$ cat config.mk
export PLATFORM = sky130hd
export DESIGN_NAME = bcd32_convert_and_subtract_unit
export DESIGN_NICKNAME = d
export VERILOG_FILES = /design/src/rtl/core/bcdcsu_pkg.sv /design/src/rtl/core/bcd32_convert_and_subtract_unit.sv
export SDC_FILE = /design/constraint.sdc
export NUM_CORES = 2
export LEC_CHECK = 0
export BUFFER_PORTS_ARGS = -buffer_cell sky130_fd_sc_hd__buf_2
export CAP_MARGIN = 20
export CORE_ASPECT_RATIO = 0.5
export CORE_UTILIZATION = 40
export DETAILED_ROUTE_END_ITERATION = 12
export GPL_ROUTABILITY_DRIVEN = 0
export SKIP_LAST_GASP = 1
export SYNTH_ARGS = -nofsm -noshare
export SYNTH_HDL_FRONTEND = slang
export SYNTH_SLANG_ARGS = --single-unit
$ cat constraint.sdc
create_clock -name clk -period 88.6 [get_ports clk]
set_input_delay 17.72 -clock clk [delete_from_list [all_inputs] [get_ports clk]]
set_output_delay 17.72 -clock clk [all_outputs]
set_load 0.01 [all_outputs]
$ cat src/rtl/core/bcdcsu_pkg.sv
// Package: operation codes, widths and stage types for the BCD convert and subtract unit
`timescale 1ns / 1ps
`default_nettype none

package bcdcsu_pkg;

    typedef enum logic [1:0] {
        OP_BCD2BIN = 2'd0,
        OP_BIN2BCD = 2'd1,
        OP_BCDSUB  = 2'd2,
        OP_RSVD    = 2'd3
    } op_t;

    localparam int OP_W      = 2;
    localparam int WORD_W    = 32;
    localparam int DIGITS    = 10;
    localparam int BCD_W     = 4 * DIGITS;
    localparam int DD_STEPS  = 4;
    localparam int DD_STAGES = WORD_W / DD_STEPS;
    localparam int IN_W      = 64;
    localparam int OUT_W     = 40;

    typedef struct packed {
        logic [WORD_W-1:0] bin;
        logic [BCD_W-1:0]  bcd;
    } dd_t;

    typedef struct packed {
        logic              conv;
        logic              und;
        logic [WORD_W-1:0] byp;
    } side_t;

endpackage

`default_nettype wire

$ cat src/rtl/core/bcd32_convert_and_subtract_unit.sv
// Top level: pipelined 8-digit packed BCD convert and subtract unit
// Throughput: one transfer per cycle; the whole pipeline holds while a result is stalled.
// Binary to BCD runs as a shift-and-add-3 chain of 8 stages, 4 bits per stage.
// Reset: asynchronous, active low; clears all stage valid flags, pipeline comes up empty.
`timescale 1ns / 1ps
`default_nettype none

module bcd32_convert_and_subtract_unit
(
    input  wire logic                      clk,
    input  wire logic                      rst_n,
    input  wire logic                      s_tvalid,
    output logic                           s_tready,
    // operand_a[31:0], operand_b[63:32]
    input  wire logic [bcdcsu_pkg::IN_W-1:0] s_tdata,
    // op[1:0]
    input  wire logic [bcdcsu_pkg::OP_W-1:0] s_tuser,
    output logic                           m_tvalid,
    input  wire logic                      m_tready,
    // result[31:0], underflow[32], overflow[33], zero pad [39:34]
    output logic [bcdcsu_pkg::OUT_W-1:0]   m_tdata
);

    localparam int W  = bcdcsu_pkg::WORD_W;
    localparam int NS = bcdcsu_pkg::DD_STAGES;

    function automatic logic [14:0] bcd4_to_bin(input logic [15:0] w);
        return 15'(w[3:0]) + 15'(w[7:4]) * 15'd10 + 15'(w[11:8]) * 15'd100
             + 15'(w[15:12]) * 15'd1000;
    endfunction

    function automatic bcdcsu_pkg::dd_t dd_step(input bcdcsu_pkg::dd_t d);
        bcdcsu_pkg::dd_t r;
        r = d;
        for (int s = 0; s < bcdcsu_pkg::DD_STEPS; s++)
        begin
            for (int g = 0; g < bcdcsu_pkg::DIGITS; g++)
            begin
                if (r.bcd[4*g +: 4] >= 4'd5)
                begin
                    r.bcd[4*g +: 4] = r.bcd[4*g +: 4] + 4'd3;
                end
            end
            r.bcd = {r.bcd[bcdcsu_pkg::BCD_W-2:0], r.bin[W-1]};
            r.bin = {r.bin[W-2:0], 1'b0};
        end
        return r;
    endfunction

    logic adv;

    logic              v0_reg, v1_reg, v2_reg;
    logic [1:0]        op0_reg, op1_reg, op2_reg;
    logic [W-1:0]      a0_reg, b0_reg, a1_reg, a2_reg;
    logic [14:0]       lo_a_reg, hi_a_reg, lo_b_reg, hi_b_reg;
    logic [W-1:0]      va_reg, vb_reg;

    logic              dv_reg [0:NS];
    bcdcsu_pkg::dd_t   dd_reg [0:NS];
    bcdcsu_pkg::side_t sd_reg [0:NS];

    logic                         out_vld_reg;
    logic [bcdcsu_pkg::OUT_W-1:0] out_data_reg;

    bcdcsu_pkg::dd_t   dd_next;
    bcdcsu_pkg::side_t sd_next;
    logic [9:0]        top_q;
    logic [W-1:0]      res_next;
    logic              ovf_next;

    assign adv      = !(out_vld_reg && !m_tready);
    assign s_tready = adv;
    assign m_tvalid = out_vld_reg;
    assign m_tdata  = out_data_reg;

    always_comb
    begin
        dd_next.bin = '0;
        dd_next.bcd = '0;
        sd_next.conv = 1'b0;
        sd_next.und  = 1'b0;
        sd_next.byp  = '0;
        unique case (bcdcsu_pkg::op_t'(op2_reg))
            bcdcsu_pkg::OP_BCD2BIN:
            begin
                sd_next.byp = va_reg;
            end
            bcdcsu_pkg::OP_BIN2BCD:
            begin
                sd_next.conv = 1'b1;
                dd_next.bin  = a2_reg;
            end
            bcdcsu_pkg::OP_BCDSUB:
            begin
                if (va_reg < vb_reg)
                begin
                    sd_next.und = 1'b1;
                    sd_next.byp = '1;
                end
                else
                begin
                    sd_next.conv = 1'b1;
                    dd_next.bin  = va_reg - vb_reg;
                end
            end
            default:
            begin
                sd_next.byp = '0;
            end
        endcase
    end

    always_comb
    begin
        top_q = 10'(dd_reg[NS].bcd[39:36]) * 10'd100 + 10'(dd_reg[NS].bcd[35:32]) * 10'd10
              + 10'(dd_reg[NS].bcd[31:28]);
        if (sd_reg[NS].conv)
        begin
            res_next = {top_q[3:0], dd_reg[NS].bcd[27:0]};
            ovf_next = |dd_reg[NS].bcd[39:32];
        end
        else
        begin
            res_next = sd_reg[NS].byp;
            ovf_next = 1'b0;
        end
    end

    always_ff @(posedge clk or negedge rst_n)
    begin
        if (!rst_n)
        begin
            v0_reg      <= 1'b0;
            v1_reg      <= 1'b0;
            v2_reg      <= 1'b0;
            out_vld_reg <= 1'b0;
            for (int i = 0; i <= NS; i++)
            begin
                dv_reg[i] <= 1'b0;
            end
        end
        else if (adv)
        begin
            v0_reg    <= s_tvalid;
            v1_reg    <= v0_reg;
            v2_reg    <= v1_reg;
            dv_reg[0] <= v2_reg;
            for (int i = 0; i < NS; i++)
            begin
                dv_reg[i+1] <= dv_reg[i];
            end
            out_vld_reg <= dv_reg[NS];
        end
    end

    always_ff @(posedge clk)
    begin
        if (adv)
        begin
            op0_reg  <= s_tuser;
            a0_reg   <= s_tdata[31:0];
            b0_reg   <= s_tdata[63:32];

            op1_reg  <= op0_reg;
            a1_reg   <= a0_reg;
            lo_a_reg <= bcd4_to_bin(a0_reg[15:0]);
            hi_a_reg <= bcd4_to_bin(a0_reg[31:16]);
            lo_b_reg <= bcd4_to_bin(b0_reg[15:0]);
            hi_b_reg <= bcd4_to_bin(b0_reg[31:16]);

            op2_reg  <= op1_reg;
            a2_reg   <= a1_reg;
            va_reg   <= W'(hi_a_reg) * 32'd10000 + W'(lo_a_reg);
            vb_reg   <= W'(hi_b_reg) * 32'd10000 + W'(lo_b_reg);

            dd_reg[0] <= dd_next;
            sd_reg[0] <= sd_next;
            for (int i = 0; i < NS; i++)
            begin
                dd_reg[i+1] <= dd_step(dd_reg[i]);
                sd_reg[i+1] <= sd_reg[i];
            end

            out_data_reg <= {6'd0, ovf_next, sd_reg[NS].und, res_next};
        end
    end

endmodule

`default_nettype wire

=== Word level (Yosys, flattened, before mapping) ===
Memories as Yosys holds them, arrays and structs flattened.
Cells that the tools add are included.

* Equal/unequal tests: 2
* Reductions and logical operators: 5
* Multiply operators: 16
* Muxes and demuxes: 649
* $add $sub $neg: 337
* Order comparisons: 321

{| class="wikitable"
|+ Operator list
! cell !! count
|-
| 4-bit 2-to-1 mux || 576
|-
| 4-bit by 3-bit greater-or-equal comparator with 1-bit output (second input constant) || 320
|-
| 4-bit by 2-bit adder with 4-bit output (second input constant) || 288
|-
| 3-bit 2-to-1 mux || 64
|-
| 32-bit one-hot mux with 2 select lines || 2
|-
| 3-bit by 2-bit adder with 3-bit output (second input constant) || 32
|-
| 32-bit 2-to-1 mux || 2
|-
| 12-bit by 14-bit adder with 15-bit output || 4
|-
| 29-bit by 15-bit adder with 30-bit output || 2
|-
| 15-bit by 10-bit multiplier with 25-bit output (second input constant) || 2
|-
| 9-bit by 11-bit adder with 12-bit output || 4
|-
| 4-bit by 7-bit multiplier with 11-bit output (second input constant) || 4
|-
| 4-bit by 8-bit adder with 9-bit output || 4
|-
| 4-bit by 5-bit multiplier with 9-bit output (second input constant) || 4
|-
| 33-bit 2-to-1 mux || 1
|-
| 32-bit less-than comparator || 1
|-
| 32-bit subtractor || 1
|-
| 4-bit by 3-bit multiplier with 7-bit output (second input constant) || 4
|-
| 4-bit adder || 2
|-
| 8-bit OR reduction || 1
|-
| 4-bit by 5-bit multiplier with 2-bit output (second input constant) || 1
|-
| 4-bit by 3-bit multiplier with 3-bit output (second input constant) || 1
|-
| 1-bit 2-to-1 mux || 3
|-
| 2-bit by 1-bit == test with 1-bit output (second input constant) || 1
|-
| other kinds (5) || 6
|}

* Output and inout port bits: 42
* Bits in writable memories: 954
* Memories: 2
* Bits in registers: 305

{| class="wikitable"
|+ Memory list
! name !! words !! width !! rd ports !! clocked after memory_dff !! write ports !! line !! source
|-
| dd_reg || 9 || 72 || 9 || 0 || 9 || bcd32_convert_and_subtract_unit.sv:59 || <nowiki>bcdcsu_pkg::dd_t dd_reg [0:NS];</nowiki>
|-
| sd_reg || 9 || 34 || 9 || 0 || 9 || bcd32_convert_and_subtract_unit.sv:60 || <nowiki>bcdcsu_pkg::side_t sd_reg [0:NS];</nowiki>
|}

=== Depth between registers and ports, before layout ===
An unclocked memory read counts as a cell.

* Depth after elaboration: 13
* Gate-level depth with buffers: 23

=== Worst setup path after synthesis ===
No wires, ideal clock.

* Path kind: input port to output port
* Start point: input port m_tready
* End point: output port s_tready
* Stages on the path: 4
* Path buffers: 2
* Setup slack: 35.220 ns
* Arrival time: 35.660 ns
* Path through: nor2b_1 clkbuf_1 clkbuf_1 inv_1

* Cells in the longest elaborated chain, start to end: 3

{| class="wikitable"
|+ Ends and longest elaborated chain
! element !! line !! source
|-
| from (decl) || bcd32_convert_and_subtract_unit.sv:19 || <nowiki>input wire logic m_tready,</nowiki>
|-
| 1-bit zero test || bcd32_convert_and_subtract_unit.sv:71 || <nowiki>assign adv = !(out_vld_reg && !m_tready);</nowiki>
|-
| 1-bit logical AND || bcd32_convert_and_subtract_unit.sv:71 ||
|-
| 1-bit zero test || bcd32_convert_and_subtract_unit.sv:71 ||
|-
| to (decl) || bcd32_convert_and_subtract_unit.sv:13 || <nowiki>output logic s_tready,</nowiki>
|}

No other way between the ends.

=== Final worst setup path ===
Same ends and word-level chain as after synthesis.

==> results.cfg <==
[clock_network]
cts_inserted_buffers = 87
root_buffer = clkbuf_16
cts_tree = done
post_cts_buffers = 0
htree_levels = 3
cts.sinks = 924
cts_resized = 0
ctsHoldBuffers = 0
path_clk_slew_ns = 0.07
clock_latency_ns = 0.70
clock_path_buffers = 3

[sta]
fmax_mhz = 27.2
finalCritPeriodShare_pct = 41.6
tightestPinTransition_ns = 1.17
hold_viol = 0
finalMaxSlewViolations = 0
min_period_ns = 36.83
skew_ns = 0.0380
relSlewSlack_pct = 22.0
finalSetupTns_ns = 0
rsz0062_at_grt = no
setup-violations-final = 0

[detailed_routing]
drt_iter0_drc = 1828
drt_pass1_iterations = 9
avgRoutedWirePerCell_um = 14.6
drt-total-wl_um = 105000
vias_per_cell = 4.97
route.vias.total = 35900
drc = 0
ant_nets = 0

[global_routing]
grt_usage_pct = 14.1
grt_pass1_wl_um = 175000
antenna_found_initial = 2
grt_pass1_vias = 36200
overflow = 0
grt_max_degree = 199

[synthesis]
async_flop_share_pct = 1.41
mappedNetlistArea_um2 = 59500
synth_enable_flop_cells = 911
ys_warn_count = 0
synth_flop_cell = edfxtp_1
syn_inst = 5013
synth_seq_area_share_pct = 46.5
synth_area_leaders = edfxtp_1 46%, ha_1 15%, fa_1 4.6%
avgSynthCellArea_um2 = 11.9
synth_top_area_share_pct = 46.0
yosys.area.top_type = edfxtp_1
ys_ff_latch = 924
synth.distinct_cells = 108

[critical_path]
worst-path-buf-inv = 4
critical_path_required_ns = 70.88
cp_common_cell = buf_2
critPathSlowestCell = nor2b_1
path_cells = buf_2 -> nor2b_1 -> buf_6 -> inv_8 -> buf_2
max_stage_delay_ns = 0.41
r2r_start = hi_a_reg[3]
worstPathArrival_ns = 19.11
cp_top_family = buffers and inverters
critPathLaunch = m_tready
cp_max_fo = 116
startpoint_type = input port
path_class = input port to output port
critPathCaptureType = output port

[floorplanning]
core_area_um2 = 147000
start_util_pct = 40.6
die_height_um = 275
io_pins = 112
die_w_um = 547
dieArea_um2 = 150000
rows = 99

[worst_hold_path]
hold_path_class = register to register
holdCritStartpoint = sd_reg[0][22]

[finish]
largest_reg_flops = 329
drive_gt1_share_pct = 9.20
syn2layout_area_growth_pct = 9.80
layout.nets = 6097
diodes = 0

[flow_run]
drv_cap = 0

[place]
dp_hpwl_um = 79400
numPortBuffers = 105

[status]
status = finished, final reports clean
cells in the final DEF, fill, tap and decap left out, types with 132 or more instances in the layout:
master | Yosys | final
mux2i_1 | 186 | 186
fa_1 | 136 | 136
nor2_1 | 201 | 200
inv_1 | 702 | 701
ha_1 | 711 | 711
nand2b_1 | 132 | 132
edfxtp_1 | 911 | 911
a21oi_1 | 316 | 316
nand2_1 | 134 | 134
o21ai_0 | 155 | 155
xnor2_1 | 253 | 253
routing by layer:
metal | share of wire [%] | vias to the layer above | GRT usage (%)
met5 | 0 | - | 0
met4 | 2.9 | 0 | 4.43
met3 | 2.9 | 164 | 2.25
met2 | 48 | 356 | 25.0
met1 | 46 | 17200 | 17.7
li1 | - | 18100 | -
layout make-up:
class                      count  area [µm²]
clock inverter                57         644
fill                       13300       81300
multi-input combinational   3338       28900
clock buffer                 104        2260
inverter                     709        2670
sequential                   924       27700
tap                         1969        2460
timing repair buffer         120         662
per-stage QoR:
step	worst slack [ns]	instances	util (%)	hold slack [ns]	area, µm²
2_1_floorplan	35.22	5018	-	0.400	59500
3_3_place_gp	51.12	7058	42.5	0.401	62400
3_5_place_dp	51.79	7059	42.5	0.405	62400
4_1_cts	51.79	7220	44.5	0.388	65300
5_1_grt	51.69	7221	44.5	0.400	65300
6_report	51.77	7221	44.5	0.398	65300
path summary, 6_finish.rpt:
kind / end / slack, ns / depth (start not counted)
max: s_tready / 51.77 / 5
min: sd_reg[0][56] / 0.40 / 0
max reg2reg: va_reg[28] / 82.89 / 21
min reg2reg: sd_reg[0][56] / 0.40 / 0
max in group asynchronous: dv_reg[6] / 71.45 / 1
min in group asynchronous: dv_reg[0] / 16.91 / 1
cell usage after synthesis (16+ instances only):
library cell,number
a21o_1,108
o211ai_1,25
a22oi_1,27
o21a_1,71
a21oi_2,18
a211oi_1,19
nor2_1,201
a31oi_1,16
o21ai_0,155
nor3b_1,62
edfxtp_1,911
xnor2_1,253
nand2b_1,132
o21bai_1,16
xor2_1,54
mux2i_1,186
mux2_2,131
inv_1,702
nand2_1,134
a21boi_0,25
nor3_1,41
a21boi_1,17
nand3_1,54
a21oi_1,316
o21ai_1,42
ha_1,711
clkbuf_1,26
nor2b_1,128
and3_1,16
fa_1,136
logic make-up (layout without fill, tap and decap cells):
group / count (synthesis) / in the layout / share of synthesized area, %
AOI/OAI and AO/OA: 1000 / 1000 / 10.9
DFF: 924 / 924 / 46.5
adders and majority gates: 847 / 847 / 19.5
and+or+nand+nor: 844 / 844 / 7.57
buffers and inverters: 756 / 990 / 4.86
muxes: 331 / 331 / 5.96
xor gates and xnor gates: 310 / 310 / 4.60
other: 1 / 6 / 0.00630
Power is not shown: default switching activity piles up to over one toggle a cycle in this logic, so the estimate is an artifact.
